[src/hdl/sig_pkg.sv]
// sig_pkg: shared types and constants for the split information gain core
// no dependencies; imported by sig_log2 and split_information_gain_core
`default_nettype none

package sig_pkg;

	localparam int NUM_CLASSES_DEF  = 16;
	localparam int NUM_BRANCHES_DEF = 8;

	localparam int WEIGHT_W = 32;
	localparam int FRAC_W   = 16;
	localparam int MERIT_W  = 20;
	localparam int CNT_W    = 4;
	localparam int NUMER_W  = 64;

	localparam int MERIT_MAX = 524287;
	localparam int MERIT_MIN = -524288;

	localparam logic [CNT_W-1:0]  CNT_MAX      = 4'd15;
	localparam logic [FRAC_W-1:0] MIN_FRAC_RST = 16'd655;

	typedef struct packed {
		logic [WEIGHT_W-1:0] weight;
		logic                mode;
		logic [2:0]          branch;
		logic [3:0]          class_index;
		logic                last;
	} item_t;

	typedef struct packed {
		logic signed [MERIT_W-1:0] merit;
		logic [CNT_W-1:0]          branches_above;
		logic                      empty_branches;
	} result_t;

endpackage

`default_nettype wire

[src/hdl/sig_log2.sv]
// sig_log2: iterative log2 with 16 fractional bits (shift normalize, then squaring)
// depends on sig_pkg
`default_nettype none

module sig_log2
	import sig_pkg::*;
#(
	parameter int XW = 35
) (
	input  wire logic                          clk,
	input  wire logic                          arst_n,
	input  wire logic                          start,
	input  wire logic [XW-1:0]                 x,
	output logic                               done,
	output logic [$clog2(XW)+FRAC_W-1:0]       result
);

	localparam int EW = $clog2(XW);
	localparam int KW = $clog2(FRAC_W);

	localparam logic [1:0] L_IDLE = 2'd0;
	localparam logic [1:0] L_NORM = 2'd1;
	localparam logic [1:0] L_SQR  = 2'd2;

	logic [1:0]          state_q;
	logic [XW-1:0]       x_q;
	logic [EW-1:0]       e_q;
	logic [31:0]         m_q;
	logic [FRAC_W-1:0]   frac_q;
	logic [KW-1:0]       k_q;
	logic                done_q;
	logic [63:0]         sq;
	logic [32:0]         t;

	assign sq     = 64'(m_q) * 64'(m_q);
	assign t      = sq[63:31];
	assign done   = done_q;
	assign result = {e_q, frac_q};

	always_ff @(posedge clk or negedge arst_n) begin
		if (!arst_n) begin
			state_q <= L_IDLE;
			done_q  <= 1'b0;
		end else begin
			done_q <= 1'b0;
			unique case (state_q)
				L_IDLE: begin
					if (start) begin
						state_q <= L_NORM;
					end
				end
				L_NORM: begin
					if (x_q[XW-1]) begin
						state_q <= L_SQR;
					end
				end
				L_SQR: begin
					if (k_q == KW'(FRAC_W-1)) begin
						state_q <= L_IDLE;
						done_q  <= 1'b1;
					end
				end
				default: state_q <= L_IDLE;
			endcase
		end
	end

	always_ff @(posedge clk) begin
		unique case (state_q)
			L_IDLE: begin
				if (start) begin
					x_q <= x;
					e_q <= EW'(XW-1);
				end
			end
			L_NORM: begin
				if (x_q[XW-1]) begin
					m_q    <= x_q[XW-1 -: 32];
					k_q    <= '0;
					frac_q <= '0;
				end else begin
					x_q <= {x_q[XW-2:0], 1'b0};
					e_q <= e_q - 1'b1;
				end
			end
			L_SQR: begin
				// square of the q1.31 mantissa, renormalize when it reaches two
				if (t[32]) begin
					m_q    <= t[32:1];
					frac_q <= {frac_q[FRAC_W-2:0], 1'b1};
				end else begin
					m_q    <= t[31:0];
					frac_q <= {frac_q[FRAC_W-2:0], 1'b0};
				end
				k_q <= k_q + 1'b1;
			end
			default: ;
		endcase
	end

endmodule

`default_nettype wire

[config.mk]
export PLATFORM = sky130hd
export DESIGN_NAME = sig_log2
export DESIGN_NICKNAME = d
export VERILOG_FILES = /design/src/hdl/sig_pkg.sv /design/src/hdl/sig_log2.sv
export SDC_FILE = /design/constraint.sdc
export NUM_CORES = 2
export LEC_CHECK = 0
export BUFFER_PORTS_ARGS = -buffer_cell sky130_fd_sc_hd__buf_2
export CORE_AREA = 4 4 276 278
export CTS_CLUSTER_SIZE = 16
export DETAILED_ROUTE_END_ITERATION = 10
export DIE_AREA = 0 0 280 282
export GPL_ROUTABILITY_DRIVEN = 1
export HOLD_SLACK_MARGIN = 0.12
export PLACE_DENSITY_LB_ADDON = 0.1
export SLEW_MARGIN = 30
export SYNTH_ARGS = -nofsm -noshare
export SYNTH_HDL_FRONTEND = slang
export SYNTH_SLANG_ARGS = --single-unit
export TNS_END_PERCENT = 10
[constraint.sdc]
create_clock -name clk -period 9.9 [get_ports clk]
set_clock_uncertainty 0.1 [all_clocks]
set_input_delay 1.485 -clock clk [delete_from_list [all_inputs] [get_ports clk]]
set_output_delay 1.485 -clock clk [all_outputs]
set_load 0.01 [all_outputs]
Yosys cells after proc, flatten, opt, wreduce, memory -nomap -nowiden:

Index checks and enable logic that the tools add are counted.
W data, S select, Z words.

* bits in read-only memories: 0
* bits of input ports: 38
* memories: 0
* output and inout port bits: 23
* flip-flop bits (word level): 96
* bits in latches: 0
* logic and storage cells: 45
* bits in writable memories: 0

* multipliers: 1
* bitwise operators: 0
* add/subtract/negate cells: 2
* muxes and demuxes: 20
* magnitude comparators: 0
* reductions and logical operators: 7
* div/mod/pow operators: 0
* shifts and indexed selects: 0
* eq/ne operators: 7

Operator list (count)
* $mux W35: 2
* $pmux W35 S2: 1
* $mul A32 B32 Y64: 1
* $mux W32: 2
* $pmux W32 S2: 1
* $pmux W16 S2: 1
* $mux W16: 1
* $mux W6: 2
* $pmux W6 S2: 1
* $ne A2 B2 Y1 const B: 4
* $pmux W4 S2: 1
* $mux W2: 3
* $pmux W2 S3: 1
* $reduce_and A3 Y1: 2
* $sub A6 B1 Y6 const B: 1
* $add A4 B1 Y4 const B: 1
* $eq A4 B4 Y1 const B: 1
* $mux W4: 1
* $reduce_and A2 Y1: 2
* $reduce_bool A2 Y1: 2
* $mux W1: 3
* $eq A2 B1 Y1 const B: 1
* $eq A2 B2 Y1 const B: 1
* $logic_not A2 Y1: 1

Logic depth before layout (Yosys ltp):

* depth after elaboration: 3
* depth in mapped cells: 31
* mapped depth without buffers: 27

Least setup slack after synthesis:

OpenSTA, ideal clock, no wires.

* path kind: reg-to-reg
* start point: reg m_q[13]
* end point: reg m_q[23] (data pin)
* stages on the path, launching flop included: 26
* path slack: 1.613 ns
* data required time: 9.534 ns
* period minus slack after synthesis: 8.287 ns
* data arrival time: 7.921 ns
* cell sequence: edfxtp_1 > clkbuf_1 > clkbuf_1 > nand2_1 > fa_1 > inv_1 > fa_1 > inv_1 > fa_1 > fa_1 > inv_1 > fa_1 > fa_1 > fa_1 > fa_1 > ha_1 > nand2_1 > or3_1 > or4_1 > nor4_2 > a211oi_2 > o31ai_4 > xnor2_2 > buf_2 > mux2i_1 > o21ai_1

* word-level cells in the longest chain between the ends: 3

RTL lines
* start: declaration: line sig_log2.sv:28 `logic [31:0] m_q;`
* start signal: assignment: line sig_log2.sv:78 `m_q <= x_q[XW-1 -: 32];`
* start signal: assignment: line sig_log2.sv:89 `m_q <= t[32:1];`
* start signal: assignment: line sig_log2.sv:92 `m_q <= t[31:0];`
* $mul A32 B32 Y64: line sig_log2.sv:35 `assign sq = 64'(m_q) * 64'(m_q);`
* $mux W32: line sig_log2.sv:88 `if (t[32]) begin`
* $pmux W32 S2: line sig_log2.sv:69 `unique case (state_q)`

No other way between the ends.
A chain may end at the register's enable or synchronous reset.

Worst setup path in the final report:

* start point: reg m_q[18]
* end point: reg m_q[27] (data pin)

Same word-level chain as after synthesis.

==> flow_summary.ini <==
[sta]
worst_pin_slew_ns = 1.05
slew_viol_final = 0
finalCritPeriodShare = 0.963
tns_ns = 0
hold_viol_final = 0
finalCriticalPeriod_ns = 9.54
setup_viol = 0
max_slew_margin = 0.303
fmax_mhz = 105
rsz0062_at_grt = no
fin_ws_ns = 0.363

[clock_tree]
post-cts-setup-buffers = 0
clk_pin_slew_ns = 0.09
worstSkewPairLatency_ns = 0.38
htree_levels = 3
clockRootBuffer = clkbuf_16
cts_hold_buf = 0
cts_made_buffers = 9
cts_tree = yes
clk_path_buf_depth = 2
cts.sinks = 96

[yosys]
synth-async-reset-ratio = 0.0313
synthTopCellsByCount = inv_1, fa_1, nand2_1
syn_inst = 3583
synth.area.top_cells = fa_1, inv_1, ha_1, edfxtp_1, and2_1
yosysSeqAreaShare = 0.0855
synth_top_area_cell = fa_1
yosysWarnings = 0
ys.flop_type = edfxtp_1
synth_top_area_share = 0.472
yosysUniqueCellTypes = 64
syn-mean-instance-area_um2 = 9.36
synth_nets = 4711
synth_edf_count = 93
syn_area_um2 = 33500
yosysMostFrequentCell = inv_1
synth_seq_cells = 96

[worst_setup_path]
end_kind = flop
reg2reg_slack_ns = 0.36
rr_endpoint = m_q[27]
crit_fanout = 21
startpoint_type = flop
crit_arrival_ns = 9.55
crit_type = reg2reg
worstRegToRegCells = 26
cp.required_ns = 9.92
reg2reg_from = m_q[18]

[route]
drt-pass1-iter-count = 5
remaining_drc_errors = 0
num_vias = 23100
ant_nets = 0
dr.first_iter.drc_count = 1396
drt_wl_total_um = 92600
avgViaCountPerCell = 5.04
avgRoutedWirePerCell_um = 20.2

[flow_run]
drv_cap = 0

[hold_path]
holdPathStages = 1
min_to = frac_q[7]
hp-start = frac_q[6]
hold_class = reg2reg

[placement]
pre_cts_slack_ns = 0.0654
dp.final_hpwl_um = 77800
io_buffers = 60
gp_congestion = 0.895

[die]
die_x_um = 280
rows = 100
chipHeight_um = 282
core_um2 = 73900
start_util = 0.454
ios = 61
fp.dieArea_um2 = 79000

[outcome]
outcome = finished clean

[global_route]
grt_pass1_wl_um = 150000
grt_pass1_vias = 25900
antenna_found_initial = 0
track_usage = 0.248
grt-ovfl-total = 0
grt_max_degree = 74

[final_layout]
antenna_cells = 0
drive_gt1_frac = 0.0551
nets = 4734
areaGrowthSynthToFinish_pct = 6.36
[worst max-delay path by stage]
stage	end	start	slack, ns
after CTS	m_q[15]	m_q[18]	0.03
final	m_q[27]	m_q[18]	0.36
after detailed placement	m_q[15]	m_q[18]	0.07
after global routing	m_q[27]	m_q[18]	0.15
after global placement	m_q[15]	m_q[19]	0.008
after floorplan	m_q[23]	m_q[13]	1.61
[per-layer routing]
metal,global-route usage,part of all wire
met3,0.0215,0.036
met4,0.0503,0.022
met2,0.429,0.50
met1,0.346,0.44
met5,0,0
[flip-flops by register name (all words and copies together) (netlist names)]
| name | cells |
|---|---|
| e_q | 6 |
| state_q | 2 |
| m_q | 32 |
| done | 1 |
| x_q | 35 |
| k_q | 4 |
| frac_q | 16 |
[cell families (layout without fill, tap and decap cells)]
family,count (synthesis),count (layout),share of synthesized area
buffers and inverters,1139,1167,0.128
adder cells (fa/ha/maj),1090,1090,0.584
AND/OR/NAND/NOR,847,847,0.119
AO/OA/AOI/OAI,319,319,0.0591
flip-flops,96,96,0.0855
XOR/XNOR,80,80,0.0213
multiplexers,12,12,0.00362
[worst max-delay path: stages, from the launching register on]
cell	delay, ns
edfxtp_1	0.33
buf_4	0.38
inv_1	0.44
nor2_1	0.39
fa_1	0.51
fa_1	0.52
inv_1	0.05
fa_1	0.47
fa_1	0.53
inv_1	0.07
fa_1	0.59
fa_1	0.48
fa_1	0.50
inv_1	0.07
fa_1	0.50
inv_1	0.05
ha_1	0.38
nand3_1	0.18
nor2_1	0.31
nand3_1	0.19
a211oi_2	0.35
o21ai_0	0.23
a211oi_1	0.52
o22ai_1	0.25
o21ai_0	0.33
xor2_1	0.14
a221o_1	0.33
[through the flow]
step	area [um^2]	instances	hold WS, ns	utilization
finish	35700	4580	0.439	0.483
global route	35700	4580	0.445	0.483
CTS	35600	4578	0.436	0.482
detailed placement	35300	4562	0.433	0.478
global placement	35200	4556	0.426	0.476
floorplan	33500	3583	0.393	-
[what timing repair did]
item | 4_1_cts | 5_1_grt
resized for setup | 0 | 2
hold endpoints to repair | 0 | 0
setup endpoints to repair | 0 | 3
[area by class of cell]
cell class              instances  area (um^2)
clock inverters                 7         90.1
flip-flops and latches         96         2870
multi-input cells            2348        26400
clock buffers                   9          225
repair buffers                151         1100
well taps                     969         1210
inverters                    1000         3750
fillers                      7109        38300
[cell usage in the layout (no fill, tap or decap), types with 12 or more instances in the layout]
| cell type | netlist | routed |
|---|---|---|
| a21o_1 | 23 | 23 |
| a21oi_1 | 87 | 87 |
| a31o_2 | 12 | 12 |
| a31oi_1 | 25 | 25 |
| and2_1 | 249 | 249 |
| buf_2 | 3 | 60 |
| buf_4 | 0 | 81 |
| edfxtp_1 | 93 | 93 |
| fa_1 | 791 | 791 |
| ha_1 | 299 | 299 |
| inv_1 | 998 | 998 |
| nand2_1 | 404 | 404 |
| nand3_1 | 18 | 18 |
| nand4_1 | 17 | 17 |
| nor2_1 | 102 | 101 |
| o21ai_0 | 93 | 91 |
| o21bai_1 | 13 | 13 |
| xnor2_1 | 38 | 38 |
| xor2_1 | 40 | 40 |
Power is left out: the tool's default activity adds up to more than one toggle a clock period on the data nets, which glitch-free logic cannot reach.
