--- src/hdl/sig_div.sv ---
// sig_div: restoring divider, one quotient bit per cycle
// no package dependencies
`default_nettype none

module sig_div #(
	parameter int NW = 64,
	parameter int DW = 38
) (
	input  wire logic          clk,
	input  wire logic          arst_n,
	input  wire logic          start,
	input  wire logic [NW-1:0] dividend,
	input  wire logic [DW-1:0] divisor,
	output logic               done,
	output logic [NW-1:0]      quotient
);

	localparam int IW = $clog2(NW);

	logic          run_q;
	logic          done_q;
	logic [IW-1:0] cnt_q;
	logic [DW-1:0] rem_q;
	logic [DW-1:0] den_q;
	logic [NW-1:0] quo_q;
	logic [DW:0]   r2;
	logic          ge;

	assign r2       = {rem_q, quo_q[NW-1]};
	assign ge       = r2 >= {1'b0, den_q};
	assign done     = done_q;
	assign quotient = quo_q;

	always_ff @(posedge clk or negedge arst_n) begin
		if (!arst_n) begin
			run_q  <= 1'b0;
			done_q <= 1'b0;
			cnt_q  <= '0;
		end else begin
			done_q <= 1'b0;
			if (start) begin
				run_q <= 1'b1;
				cnt_q <= '0;
			end else if (run_q) begin
				cnt_q <= cnt_q + 1'b1;
				if (cnt_q == IW'(NW-1)) begin
					run_q  <= 1'b0;
					done_q <= 1'b1;
				end
			end
		end
	end

	always_ff @(posedge clk) begin
		if (start) begin
			rem_q <= '0;
			den_q <= divisor;
			quo_q <= dividend;
		end else if (run_q) begin
			rem_q <= ge ? DW'(r2 - {1'b0, den_q}) : r2[DW-1:0];
			quo_q <= {quo_q[NW-2:0], ge};
		end
	end

endmodule

`default_nettype wire

--- config.mk ---
export PLATFORM = sky130hd
export DESIGN_NAME = sig_div
export DESIGN_NICKNAME = d
export VERILOG_FILES = /design/src/hdl/sig_div.sv
export SDC_FILE = /design/constraint.sdc
export NUM_CORES = 1
export LEC_CHECK = 0
export BUFFER_PORTS_ARGS = -buffer_cell sky130_fd_sc_hd__buf_2
export CORE_ASPECT_RATIO = 1.75
export CORE_MARGIN = 10
export CORE_UTILIZATION = 40
export CTS_BUF_LIST = sky130_fd_sc_hd__clkbuf_4 sky130_fd_sc_hd__clkbuf_8 sky130_fd_sc_hd__clkbuf_16
export DETAILED_ROUTE_END_ITERATION = 8
export HOLD_SLACK_MARGIN = 0.1
export SYNTH_ARGS = -nofsm -noshare
export SYNTH_HDL_FRONTEND = slang
export SYNTH_SLANG_ARGS = --single-unit
--- constraint.sdc ---
create_clock -name clk -period 3 [get_ports clk]
set_clock_uncertainty 0.1 [all_clocks]
set_input_delay 0.15 -clock clk [delete_from_list [all_inputs] [get_ports clk]]
set_output_delay 0.15 -clock clk [all_outputs]
set_load 0.02 [all_outputs]
* After elaboration in Yosys (flattened, before gate mapping) *
Cells that the tools add are included.

word-level totals
  flip-flop bits (word level) = 148
  input bits = 105
  output and inout port bits = 65
  word-level logic and storage cells = 22

operators by class
  add/subtract/negate cells = 2
  magnitude comparators = 1
  equality and inequality tests = 1
  muxes and demuxes = 11
  reduce and logical (&&, ||, !) cells = 1

operator list
  operator             number
  $mux 64              2
  $ge 39x38->1         1
  $mux 38              1
  $sub 38x38->38       1
  $mux 6               2
  $add 6x1->6 const B  1
  $eq 6x6->1 const B   1
  $mux 1               6
  $reduce_bool 2->1    1

* Depth between registers and ports, before layout *
Gate-level depths: netlist of run 1.

  word-level depth = 4
  gate-level depth with buffers = 14
  mapped depth without buffers = 13

* Worst setup path before layout of run 1 *
OpenSTA, ideal clock, no wires.

  path type = reg-to-reg
  start = reg quo_q[63], in the netlist quotient[63]
  end = reg rem_q[30]
  setup time = 0.124 ns
  data arrival time = 2.720 ns
  data required time = 2.776 ns
  slack = 0.056 ns
  cell stages (with the launch flop) = 14
  buffers on the path = 0
  clock period less this slack = 2.944 ns
  path through = edfxtp_1 inv_1 ha_1 inv_1 fa_1 a211oi_2 o21ai_1 a31oi_4 a211oi_4 o31ai_4 o21ai_0 a21oi_1 xor2_1 o21ai_0

between the ends
  word-level cells in the longest chain between the ends = 2
  elaborated cells between the ends (all ways) = 3
  those cells by class = add/sub (1); order compare (1); mux (1)

ends and longest elaborated chain
  item                                            line    text
  start, declared                                 25      logic [NW-1:0] quo_q;
  start signal, assigned                          58      quo_q <= dividend;
  start signal, assigned                          61      quo_q <= {quo_q[NW-2:0], ge};
  $sub 38x38->38 or $ge 39x38->1 (tied branches)  60, 30
  $mux 38 *                                       60      rem_q <= ge ? DW'(r2 - {1'b0, den_q}) : r2[DW-1:0];
  end signal, assigned                            60
  end, declared                                   23      logic [DW-1:0] rem_q;

Every way passes the cells marked *; elsewhere a longest branch is shown, timed or not.
A chain may end at the register's enable or synchronous reset.

* Worst setup path after layout of run 1 *
  start = reg quo_q[63], in the netlist quotient[63]
  end = reg rem_q[28]

The elaborated chain is that of the path after synthesis.

==> reports/results.md, run 1 <==
| Step | Result | Value |
| --- | --- | --- |
| run status | Result of the run | finished, final reports clean |
| route | Number of nets with antenna violations after detailed routing | 0 |
| placed design | Weighted congestion at the end of routability-driven global placement | 0.888 |
| setup path | Critical path endpoint category | flip-flop |
| power | Leakage power figure | 4.77 nW |
| clock tree | Sinks on the clock net | 148 |
| synthesis | Netlist area before placement | 0.00816 mm2 |
| synthesis | Share of the synthesized area in the top cell type | 37.5% |
| setup path | Largest stage delay on the critical path | 0.41 ns |
| die | Std-Cell Core Area | 0.0202 mm2 |
| global route | Number of global-route vias before repair | 7,469 |
| synthesis | Most area-hungry cell type in the Yosys netlist | sky130_fd_sc_hd__edfxtp_1 |
| route | Total DRC errors in the routed layout | 0 |
| timing | Number of pins exceeding their max-slew limit in the final report | 0 |
| synthesis | Top cells by area in the synthesized netlist | sky130_fd_sc_hd__edfxtp_1 38%, sky130_fd_sc_hd__dfxtp_1 9.3%, sky130_fd_sc_hd__mux2_2 8.8% |
| clock tree | Clock root buffer | sky130_fd_sc_hd__clkbuf_16 |
| finish | N_diodes | 0 |
| timing | Maximum frequency from static timing analysis | 348 MHz |
| hold path | Path type of the worst min-delay path | in -> reg |
| clock tree | CTS max path bufs | 2 |
| synthesis | Proportion of register bits with asynchronous set or reset after synthesis | 5.41% |
| synthesis | Most common library cells after synthesis | 102 x sky130_fd_sc_hd__edfxtp_1, 80 x sky130_fd_sc_hd__nand2_1, 64 x sky130_fd_sc_hd__mux2_2 |
| setup path | Ordered cell list for the critical path | inv_1 > ha_1 > inv_1 > fa_2 > a211oi_4 > o21ai_2 > a31oi_4 > a211oi_4 > o31ai_4 > o21ai_2 > xor2_2 > nand2_1 > a211oi_1 |
| setup path | Sort of element at the start of the critical path | flip-flop |
| synthesis | Primary flip-flop cell chosen by synthesis mapping | sky130_fd_sc_hd__edfxtp_1 |
| placed design | PortBufs | 169 |
| setup path | Highest-delay cell along the critical path | sky130_fd_sc_hd__o31ai_4 |
| clock tree | CTS Buf Count | 17 |
| route | Routed length per instance | 18.2 um |
| route | DRT Wirelength | 23,800 um |
| synthesis | Post-synthesis average cell area | 10.7 um2 |
| synthesis | Yosys synthesis warning count | 0 |
| setup path | Number of cells on the worst reg-to-reg path | 13 |
| run | Count of maximum capacitance violations | 0 |
| synthesis | Number of synthesized register bits | 148 |
| setup path | Top cell family by delay on the critical path | compound AO/OA/AOI/OAI gates |
| setup path | Slack of the worst reg-to-reg path | 0.12 ns |
| setup path | Data required time of the worst path | 3.23 ns |
| die | # IOs | 170 |
| timing | Worst Max-Slew Pin Slew | 0.765 ns |
| power | Total power divided by cell area | 495 mW/mm2 |
| clock tree | Depth of the CTS H-tree | 4 |
| power | Peak VDD IR | 0.384 mV |
| synthesis | Net count of the mapped netlist | 905 |
| synthesis | Post-synthesis sequential area ratio | 49.3% |
| synthesis | Number of enable flip-flop cells after synthesis | 102 |
| timing | Min Hold Slack | 0.316 ns |
| setup path | Critical path class | reg -> reg |
| timing | Period utilisation layout | 95.9% |
| global route | Number of antenna violations at the first check in global routing | 0 |
| global route | Total global-route track usage | 18.0% |
| power | Total power | 0.00551 W |
| route | First-pass DRT Iterations | 5 |
| global route | Sum of overflow across all layers after global routing | 0 |
| die | Starting Density | 40.4% |
| setup path | Cell depth of the worst setup path | 13 |
| timing | Setup-violating endpoint count in the final report | 0 |
| clock tree | Post-CTS setup repair buffer count | 0 |
| clock tree | Insertion delay of the later-clocked pin in the worst-skew pair | 0.44 ns |
| clock tree | Reg clk slew, reported paths | 0.07 ns |
| placed design | DP Wirelength | 16,700 um |
| timing | Slew headroom | 49.0% |
| die | Number of rows in the core area | 69 |
| synthesis | Count of different cell masters after synthesis | 69 |
| synthesis | Synthesized netlist cell count | 760 |
| die | DIE HEIGHT | 209 um |
| synthesis | Most common cell in the synthesized netlist | sky130_fd_sc_hd__edfxtp_1 |
| route | Routed vias | 6,898 |
| setup path | Critical path buffers and inverters | 2 |
| finish | Synth-to-Final Area Change | 36.5% |
| setup path | CP Max Fanout | 5 |
| hold path | Worst hold path cell count | 2 |
| timing | Post-layout minimum cycle time | 2.88 ns |
| route | Detail-routed via count per cell | 5.27 |
| timing | Final hold violation count | 0 |
| setup path | Data arrival, critical path | 3.11 ns |
| finish | Number of nets in the finished design | 1,192 |
| route | Iter 0 DRT Violations | 282 |
| global route | Pin count of the biggest net entering global routing | 114 |
| global route | First-pass GRT wire length | 38,400 um |
| finish | Proportion of layout cells with a drive suffix above 1 | 30.8% |
| clock tree | Clock tree from TritonCTS | yes |
| die | Area of the die | 0.0267 mm2 |
| die | Overall die width | 128 um |
-- final timing paths --
path | startpoint | endpoint
max in group asynchronous | arst_n | run_q
setup reg to reg | quotient[63] | rem_q[28]
hold reg to reg | rem_q[7] | rem_q[7]
hold / removal | divisor[4] | den_q[4]
setup / recovery | quotient[63] | rem_q[28]
min in group asynchronous | arst_n | cnt_q[2]
-- metal layers --
layer	part of all wire (%)	vias up	wire, um	GRT usage [%]
li1	-	3372	-	-
met2	54	213	12900	32.1
met1	37	3283	8690	18.2
met3	6.8	30	1630	6.23
met5	0	-	0	0
met4	2.4	0	569	7.72
-- kinds of logic (layout without fill, tap and decap cells) --
logic type	Yosys count	after routing	synth area share, %
XOR/XNOR	33	33	3.54
AND/OR/NAND/NOR	196	196	10.9
multiplexers	67	67	9.20
buffers and inverters	83	383	4.09
flip-flops	148	148	49.3
AO/OA/AOI/OAI	193	193	16.8
adder cells (fa/ha/maj)	40	40	6.22
-- layout by cell type, fill, tap and decap left out, drive strengths merged, types with 19 or more instances in the layout --
| master | n |
|---|---|
| a21oi | 59 |
| a311oi | 19 |
| buf | 197 |
| dfxtp | 38 |
| dlygate4sd3 | 105 |
| edfxtp | 102 |
| ha | 39 |
| inv | 50 |
| mux2 | 64 |
| nand2 | 81 |
| nor2 | 55 |
| o21ai | 38 |
-- what timing repair did --
| item | CTS | global route |
|---|---|---|
| hold buffers | 105 | 0 |
| gates resized for setup | 0 | 11 |
| endpoints found under the hold margin | 141 | 0 |
| setup endpoints to repair | 0 | 27 |
-- flip-flops by register name (all words and copies together) (netlist names) --
name,flops
den_q,38
quotient,64
rem_q,38
cnt_q,6
run_q,1
done,1
-- area by class of cell --
type	instances	area (um2)
Clock inverter	14	178
Sequential cell	148	4030
Inverter	49	184
Fill cell	1849	9060
Clock buffer	18	439
Timing Repair Buffer	302	2150
Multi-Input combinational cell	529	3850
Tap cell	248	310
-- power breakdown --
part / switching (W) / total, W / internal, W
Sequential: 0.0000703 / 0.00241 / 0.00234
Clock: 0.000926 / 0.00227 / 0.00134
Combinational: 0.000437 / 0.000836 / 0.000399
-- stage by stage --
step	area, um2	setup slack, ns	setup TNS, ns	utilization, %	std cells
floorplan	8160	0.0557	0	-	760
global placement	9430	0.0743	0	46.7	1171
detailed placement	9430	0.0477	0	46.7	1171
CTS	11100	0.0177	0	54.9	1308
global route	11100	-0.00470	-0.00495	55.1	1308
finish	11100	0.124	0	55.1	1308
Power figures use the tool's default switching activity.
==> run 2, diff against run 1 <==
Settings changed: RECOVER_POWER set to 100.
==> run 2 against run 1 <==
Hold slack better by 0.0086 ns. Via count up 0.36%. Critical path depth up 1. Count of clock-buffer cells in the layout unchanged. Final cell count unchanged. Core utilization down 0.49 points. Global-route usage unchanged.
==> reports/results.md, run 2 (synthesized netlist as in run 1, its figures left out) <==
| Step | Result | Value |
| --- | --- | --- |
| run status | Result of the run | finished, final reports clean |
| finish | Commonest non-fill, non-tap cell in the layout | sky130_fd_sc_hd__dlygate4sd3_1 |
| finish | Number of flip-flops under the largest register name | 64 |
| clock tree | CTS Buf Count | 17 |
| die | # IOs | 170 |
| route | First-pass DRT Iterations | 4 |
| setup path | Sort of element at the start of the critical path | flip-flop |
| route | Number of nets with antenna violations after detailed routing | 0 |
| clock tree | Reg clk slew, reported paths | 0.07 ns |
| global route | Sum of overflow across all layers after global routing | 0 |
| route | Detail-routed via count per cell | 5.29 |
| setup path | Data required time of the worst path | 3.26 ns |
| global route | Number of global-route vias before repair | 7,469 |
| route | Routed vias | 6,923 |
| timing | Period utilisation layout | 95.5% |
| timing | Maximum frequency from static timing analysis | 349 MHz |
| placed design | Weighted congestion at the end of routability-driven global placement | 0.888 |
| run | Count of maximum capacitance violations | 0 |
| global route | Pin count of the biggest net entering global routing | 114 |
| power | Total power divided by cell area | 498 mW/mm2 |
| finish | Leading cell types in the layout, fill and taps excluded | 105 x sky130_fd_sc_hd__dlygate4sd3_1, 102 x sky130_fd_sc_hd__edfxtp_1, 102 x sky130_fd_sc_hd__buf_2 |
| timing | Slew headroom | 38.0% |
| finish | Cell area after layout | 0.0110 mm2 |
| route | DRT Wirelength | 23,700 um |
| global route | First-pass GRT wire length | 38,400 um |
| die | Std-Cell Core Area | 0.0202 mm2 |
| timing | Min Hold Slack | 0.325 ns |
| global route | Total global-route track usage | 18.0% |
| clock tree | Clock root buffer | sky130_fd_sc_hd__clkbuf_16 |
| finish | Proportion of layout cells with a drive suffix above 1 | 24.4% |
| global route | Number of antenna violations at the first check in global routing | 0 |
| clock tree | Clock tree from TritonCTS | yes |
| route | Iter 0 DRT Violations | 323 |
| die | DIE HEIGHT | 209 um |
| power | Leakage power figure | 4.57 nW |
| setup path | Critical path class | reg -> reg |
| timing | Setup-violating endpoint count in the final report | 0 |
| die | Overall die width | 128 um |
| timing | Post-layout minimum cycle time | 2.87 ns |
| setup path | CP Max Fanout | 3 |
| die | Starting Density | 40.4% |
| placed design | Area of placed instances | 0.00943 mm2 |
| timing | Number of pins exceeding their max-slew limit in the final report | 0 |
| clock tree | Insertion delay of the later-clocked pin in the worst-skew pair | 0.44 ns |
| finish | Synth-to-Final Area Change | 35.2% |
| die | Area of the die | 0.0267 mm2 |
| clock tree | CTS max path bufs | 2 |
| power | Peak VDD IR | 0.383 mV |
| placed design | DP Wirelength | 16,700 um |
| clock tree | Depth of the CTS H-tree | 4 |
| route | Routed length per instance | 18.1 um |
| hold path | Path type of the worst min-delay path | in -> reg |
| clock tree | Sinks on the clock net | 148 |
| placed design | PortBufs | 169 |
| finish | N_diodes | 0 |
| finish | Number of nets in the finished design | 1,192 |
| setup path | Data arrival, critical path | 3.12 ns |
| setup path | Critical path endpoint category | flip-flop |
| die | Number of rows in the core area | 69 |
| timing | Worst Max-Slew Pin Slew | 0.930 ns |
| finish | Fill cell instance count of the final layout | 1,891 |
| route | Total DRC errors in the routed layout | 0 |
| timing | Final hold violation count | 0 |
[run 2: changes by cell type in the layout (fill, tap and decap cells not counted)]
cell / previous run / this run
sky130_fd_sc_hd__buf_12: 3 / 2
sky130_fd_sc_hd__buf_2: 168 / 102
sky130_fd_sc_hd__buf_4: 25 / 24
sky130_fd_sc_hd__clkbuf_1: 0 / 67
sky130_fd_sc_hd__clkbuf_4: 0 / 1
sky130_fd_sc_hd__mux2_1: 0 / 1
sky130_fd_sc_hd__mux2_2: 64 / 63
[run 2: layer usage]
| layer | vias up | track usage, % | part of all wire (%) |
|---|---|---|---|
| li1 | 3373 | - | - |
| met1 | 3313 | 18.2 | 36 |
| met2 | 203 | 32.1 | 54 |
| met3 | 34 | 6.23 | 6.8 |
| met4 | 0 | 7.72 | 2.6 |
| met5 | - | 0 | 0 |
[run 2: layout make-up]
cell class | count | area [um2] | area share [%]
inverter | 49 | 184 | 1.67
clock inverter | 14 | 178 | 1.61
sequential | 148 | 4030 | 36.5
multi-input combinational | 529 | 3850 | 34.9
timing repair buffer | 302 | 2050 | 18.6
tap | 248 | 310 | 2.81
clock buffer | 18 | 439 | 3.98
[run 2: path summary, 6_finish.rpt]
check / start / end / slack, ns / cells past startpoint
worst max-delay path: quotient[63] / rem_q[16] / 0.13 / 14
worst min-delay path: divisor[27] / den_q[27] / 0.33 / 2
worst max register to register: quotient[63] / rem_q[16] / 0.13 / 14
worst min register to register: rem_q[7] / rem_q[7] / 0.39 / 2
max in group asynchronous: arst_n / run_q / 1.90 / 3
min in group asynchronous: arst_n / cnt_q[3] / 0.60 / 3
[run 2: critical path: stages (launching register included)]
cell and delay, ns:
sky130_fd_sc_hd__edfxtp_1 0.38, sky130_fd_sc_hd__inv_1 0.07, sky130_fd_sc_hd__ha_1 0.15, sky130_fd_sc_hd__inv_1 0.05, sky130_fd_sc_hd__fa_2 0.36, sky130_fd_sc_hd__a211oi_4 0.25
sky130_fd_sc_hd__o21ai_2 0.12, sky130_fd_sc_hd__a31oi_4 0.19, sky130_fd_sc_hd__buf_4 0.15, sky130_fd_sc_hd__a21oi_1 0.12, sky130_fd_sc_hd__a21o_1 0.22, sky130_fd_sc_hd__a21oi_1 0.17
sky130_fd_sc_hd__xnor2_1 0.14, sky130_fd_sc_hd__nand2_1 0.07, sky130_fd_sc_hd__a311oi_1 0.24
[run 2: metrics by stage]
| step | setup TNS [ns] | total power [W] | instances | setup slack, ns | utilization, % |
|---|---|---|---|---|---|
| CTS | 0 | 0.00556 | 1308 | 0.0177 | 54.9 |
| floorplan | 0 | 0.00287 | 760 | 0.0557 | - |
| finish | 0 | 0.00549 | 1308 | 0.134 | 54.6 |
| detailed placement | 0 | 0.00317 | 1171 | 0.0477 | 46.7 |
| global route | -0.00495 | 0.00571 | 1308 | -0.00470 | 54.6 |
| global placement | 0 | 0.00316 | 1171 | 0.0743 | 46.7 |
[run 2: power by group]
part	switching, W	leakage, nW	internal (W)
clock	0.000932	0.295	0.00134
combinational	0.000436	2.81	0.000373
sequential	0.0000721	1.46	0.00234
total	0.00144	4.57	0.00405
[run 2: what timing repair did]
action | in CTS | in global routing
gates resized for setup | 0 | 11
hold buffers | 105 | 0
buffers inserted | 0 | 0
hold endpoints to repair | 141 | 0
setup endpoints to repair | 0 | 27
==> run 3, diff against run 2 <==
Settings changed: HOLD_SLACK_MARGIN 0.1 to unset, REMOVE_ABC_BUFFERS set to 1.
==> run 3 against run 2 <==
The run now ends with max-capacitance violations, max-slew violations left. Maximum frequency decreased by 3.1%. Count of clock-buffer cells in the layout increased by 2. Critical path depth decreased by 1. Register-to-register slack got worse by 0.09 ns. Design area increased by 1.1%. Power decreased by 1.8%. Clock power decreased by 4%. Sequential share of layout area decreased by 0.40 points. Largest cell class unchanged. Non-clock buffer count increased by 12. Critical path type unchanged. Wire length decreased by 4.2%. Via count decreased by 1.6%.
==> reports/results.md, run 3 (synthesized netlist as in run 1, its figures left out) <==
| Step | Result | Value |
| --- | --- | --- |
| global route | Sum of overflow across all layers after global routing | 0 |
| placed design | Weighted congestion at the end of routability-driven global placement | 0.897 |
| route | Detail-routed via count per cell | 5.16 |
| power | Switching fraction of total power | 25.6% |
| finish | N_diodes | 0 |
| hold path | Path type of the worst min-delay path | in -> reg |
| clock tree | Insertion delay of the later-clocked pin in the worst-skew pair | 0.43 ns |
| power | Sequential cell fraction of total power | 44.7% |
| die | DIE HEIGHT | 209 um |
| timing | Final critical-path setup slack | 0.0424 ns |
| finish | Utilization after layout | 55.2% |
| die | Area of the die | 0.0267 mm2 |
| finish | Fill cell instance count of the final layout | 1,855 |
| clock tree | Clock tree from TritonCTS | yes |
| clock tree | Depth of the CTS H-tree | 4 |
| clock tree | Reg clk slew, reported paths | 0.06 ns |
| run status | Failing checks | max-capacitance violations, max-slew violations |
| timing | Maximum frequency from static timing analysis | 338 MHz |
| route | Iter 0 DRT Violations | 268 |
| timing | Post-layout minimum cycle time | 2.96 ns |
| finish | Number of flip-flops under the largest register name | 64 |
| die | Std-Cell Core Area | 0.0202 mm2 |
| die | Overall die width | 128 um |
| placed design | Setup slack at placement | -0.0790 ns |
| power | Total power divided by cell area | 484 mW/mm2 |
| global route | Number of antenna violations at the first check in global routing | 0 |
| placed design | Area of placed instances | 0.00950 mm2 |
| finish | Synth-to-Final Area Change | 36.7% |
| setup path | CP Max Fanout | 5 |
| route | Routed length per instance | 17.2 um |
| timing | Worst Max-Slew Pin Slew | 1.65 ns |
| power | Peak VDD IR | 0.370 mV |
| timing | Period utilisation layout | 98.6% |
| setup path | Data arrival, critical path | 3.20 ns |
| timing | Setup-violating endpoint count in the final report | 0 |
| power | Sw Pwr | 0.00138 W |
| route | First-pass DRT Iterations | 4 |
| finish | Proportion of layout cells with a drive suffix above 1 | 26.0% |
| placed design | DP Wirelength | 16,100 um |
| setup path | Sort of element at the start of the critical path | flip-flop |
| die | # IOs | 170 |
| power | P_int | 0.00401 W |
| clock tree | CTS max path bufs | 2 |
| global route | First-pass GRT wire length | 37,500 um |
| power | Share of power burned in the clock network | 40.3% |
| finish | Multi-input combinational cell area | 0.00388 mm2 |
| finish | Number of nets in the finished design | 1,204 |
| timing | RSZ-0062 raised after global routing | yes |
| setup path | Critical path endpoint category | flip-flop |
| finish | Register area | 0.00403 mm2 |
| power | Leakage power figure | 4.63 nW |
| die | Number of rows in the core area | 69 |
| placed design | PortBufs | 169 |
| global route | Number of global-route vias before repair | 7,355 |
| finish | Leading cell types in the layout, fill and taps excluded | 105 x sky130_fd_sc_hd__dlygate4sd3_1, 102 x sky130_fd_sc_hd__edfxtp_1, 101 x sky130_fd_sc_hd__buf_2 |
| timing | Number of pins exceeding their max-slew limit in the final report | 66 |
| timing | Final hold violation count | 0 |
| setup path | Critical path class | reg -> reg |
| clock tree | Clock root buffer | sky130_fd_sc_hd__clkbuf_16 |
| global route | Total global-route track usage | 17.2% |
| run status | Result of the run | finished, violations left |
| clock tree | CTS Buf Count | 17 |
| finish | Cell area after layout | 0.0112 mm2 |
| global route | Pin count of the biggest net entering global routing | 75 |
| power | Comb power frac | 15.0% |
| finish | Commonest non-fill, non-tap cell in the layout | sky130_fd_sc_hd__dlygate4sd3_1 |
| setup path | Data required time of the worst path | 3.24 ns |
| clock tree | Sinks on the clock net | 148 |
| run | Count of maximum capacitance violations | 1 |
| route | DRT Wirelength | 22,700 um |
| timing | Slew headroom | -10.2% |
| route | Number of nets with antenna violations after detailed routing | 0 |
| route | Routed vias | 6,813 |
| route | Total DRC errors in the routed layout | 0 |
| die | Starting Density | 40.4% |
| timing | Min Hold Slack | 0.324 ns |
-- run 3: cell types whose count changed in the layout (fill, tap and decap cells not counted), moves of 3 or more --
cell,delta
sky130_fd_sc_hd__a21oi_1,-3
sky130_fd_sc_hd__a21oi_2,+3
sky130_fd_sc_hd__buf_4,+9
sky130_fd_sc_hd__nor2_2,+3
-- run 3: metal layers --
layer  part of all wire [%]  GRT usage [%]  up-vias
met5                      0              0        -
met3                    6.2           5.63       26
li1                       -              -     3400
met2                     53           30.5      164
met4                    2.1           6.55        0
met1                     38           18.3     3223
-- run 3: worst paths after layout --
check                              from  cells after the start  slack [ns]         to
setup / recovery           quotient[63]                     13        0.04  rem_q[32]
hold / removal              divisor[20]                      2        0.32  den_q[20]
setup reg to reg           quotient[63]                     13        0.04  rem_q[32]
hold reg to reg                rem_q[7]                      2        0.39   rem_q[7]
max in group asynchronous        arst_n                      3        1.88      run_q
min in group asynchronous        arst_n                      3        0.63   cnt_q[2]
-- run 3: metrics by stage --
step,TNS [ns],total power (W),cells
after floorplan,-84.03,0.00284,726
after detailed placement,-0.108,0.00316,1177
after CTS,0,0.00548,1316
after global routing,-1.27,0.00563,1320
final,0,0.00540,1320
after global placement,0,0.00315,1177
-- run 3: cell type report --
type	count	area share, %
Timing Repair Buffer	314	19.4
Clock inverter	12	1.14
Tap cell	248	2.78
Clock buffer	20	4.18
Multi-Input combinational cell	529	34.8
Inverter	49	1.65
Sequential cell	148	36.1
-- run 3: power by group through the flow --
stage,logic [W],clock network [W],registers (W)
after CTS,0.000825,0.00225,0.00241
after floorplan,0.000295,0,0.00255
after global placement,0.000708,0,0.00244
after detailed placement,0.000713,0,0.00245
final,0.000810,0.00218,0.00241
after global routing,0.000890,0.00231,0.00243
-- run 3: critical path, stage by stage, from the launching register on --
cell and delay, ns:
sky130_fd_sc_hd__edfxtp_1 0.39, sky130_fd_sc_hd__inv_1 0.08, sky130_fd_sc_hd__ha_2 0.18, sky130_fd_sc_hd__inv_2 0.04, sky130_fd_sc_hd__fa_2 0.36, sky130_fd_sc_hd__a211oi_4 0.29
sky130_fd_sc_hd__o21ai_2 0.10, sky130_fd_sc_hd__a31oi_4 0.17, sky130_fd_sc_hd__a211oi_4 0.10, sky130_fd_sc_hd__o31ai_4 0.42, sky130_fd_sc_hd__buf_4 0.19, sky130_fd_sc_hd__nor2_2 0.03
sky130_fd_sc_hd__a31o_1 0.22, sky130_fd_sc_hd__o32ai_2 0.20
-- run 3: what timing repair did --
action | CTS | global route
setup buffers | 2 | 4
setup endpoints to repair | 3 | 14
endpoints found under the hold margin | 115 | 0
gates cloned | 0 | 0
gates resized for setup | 1 | 20
pin swaps | 3 | 12
hold buffers | 105 | 0
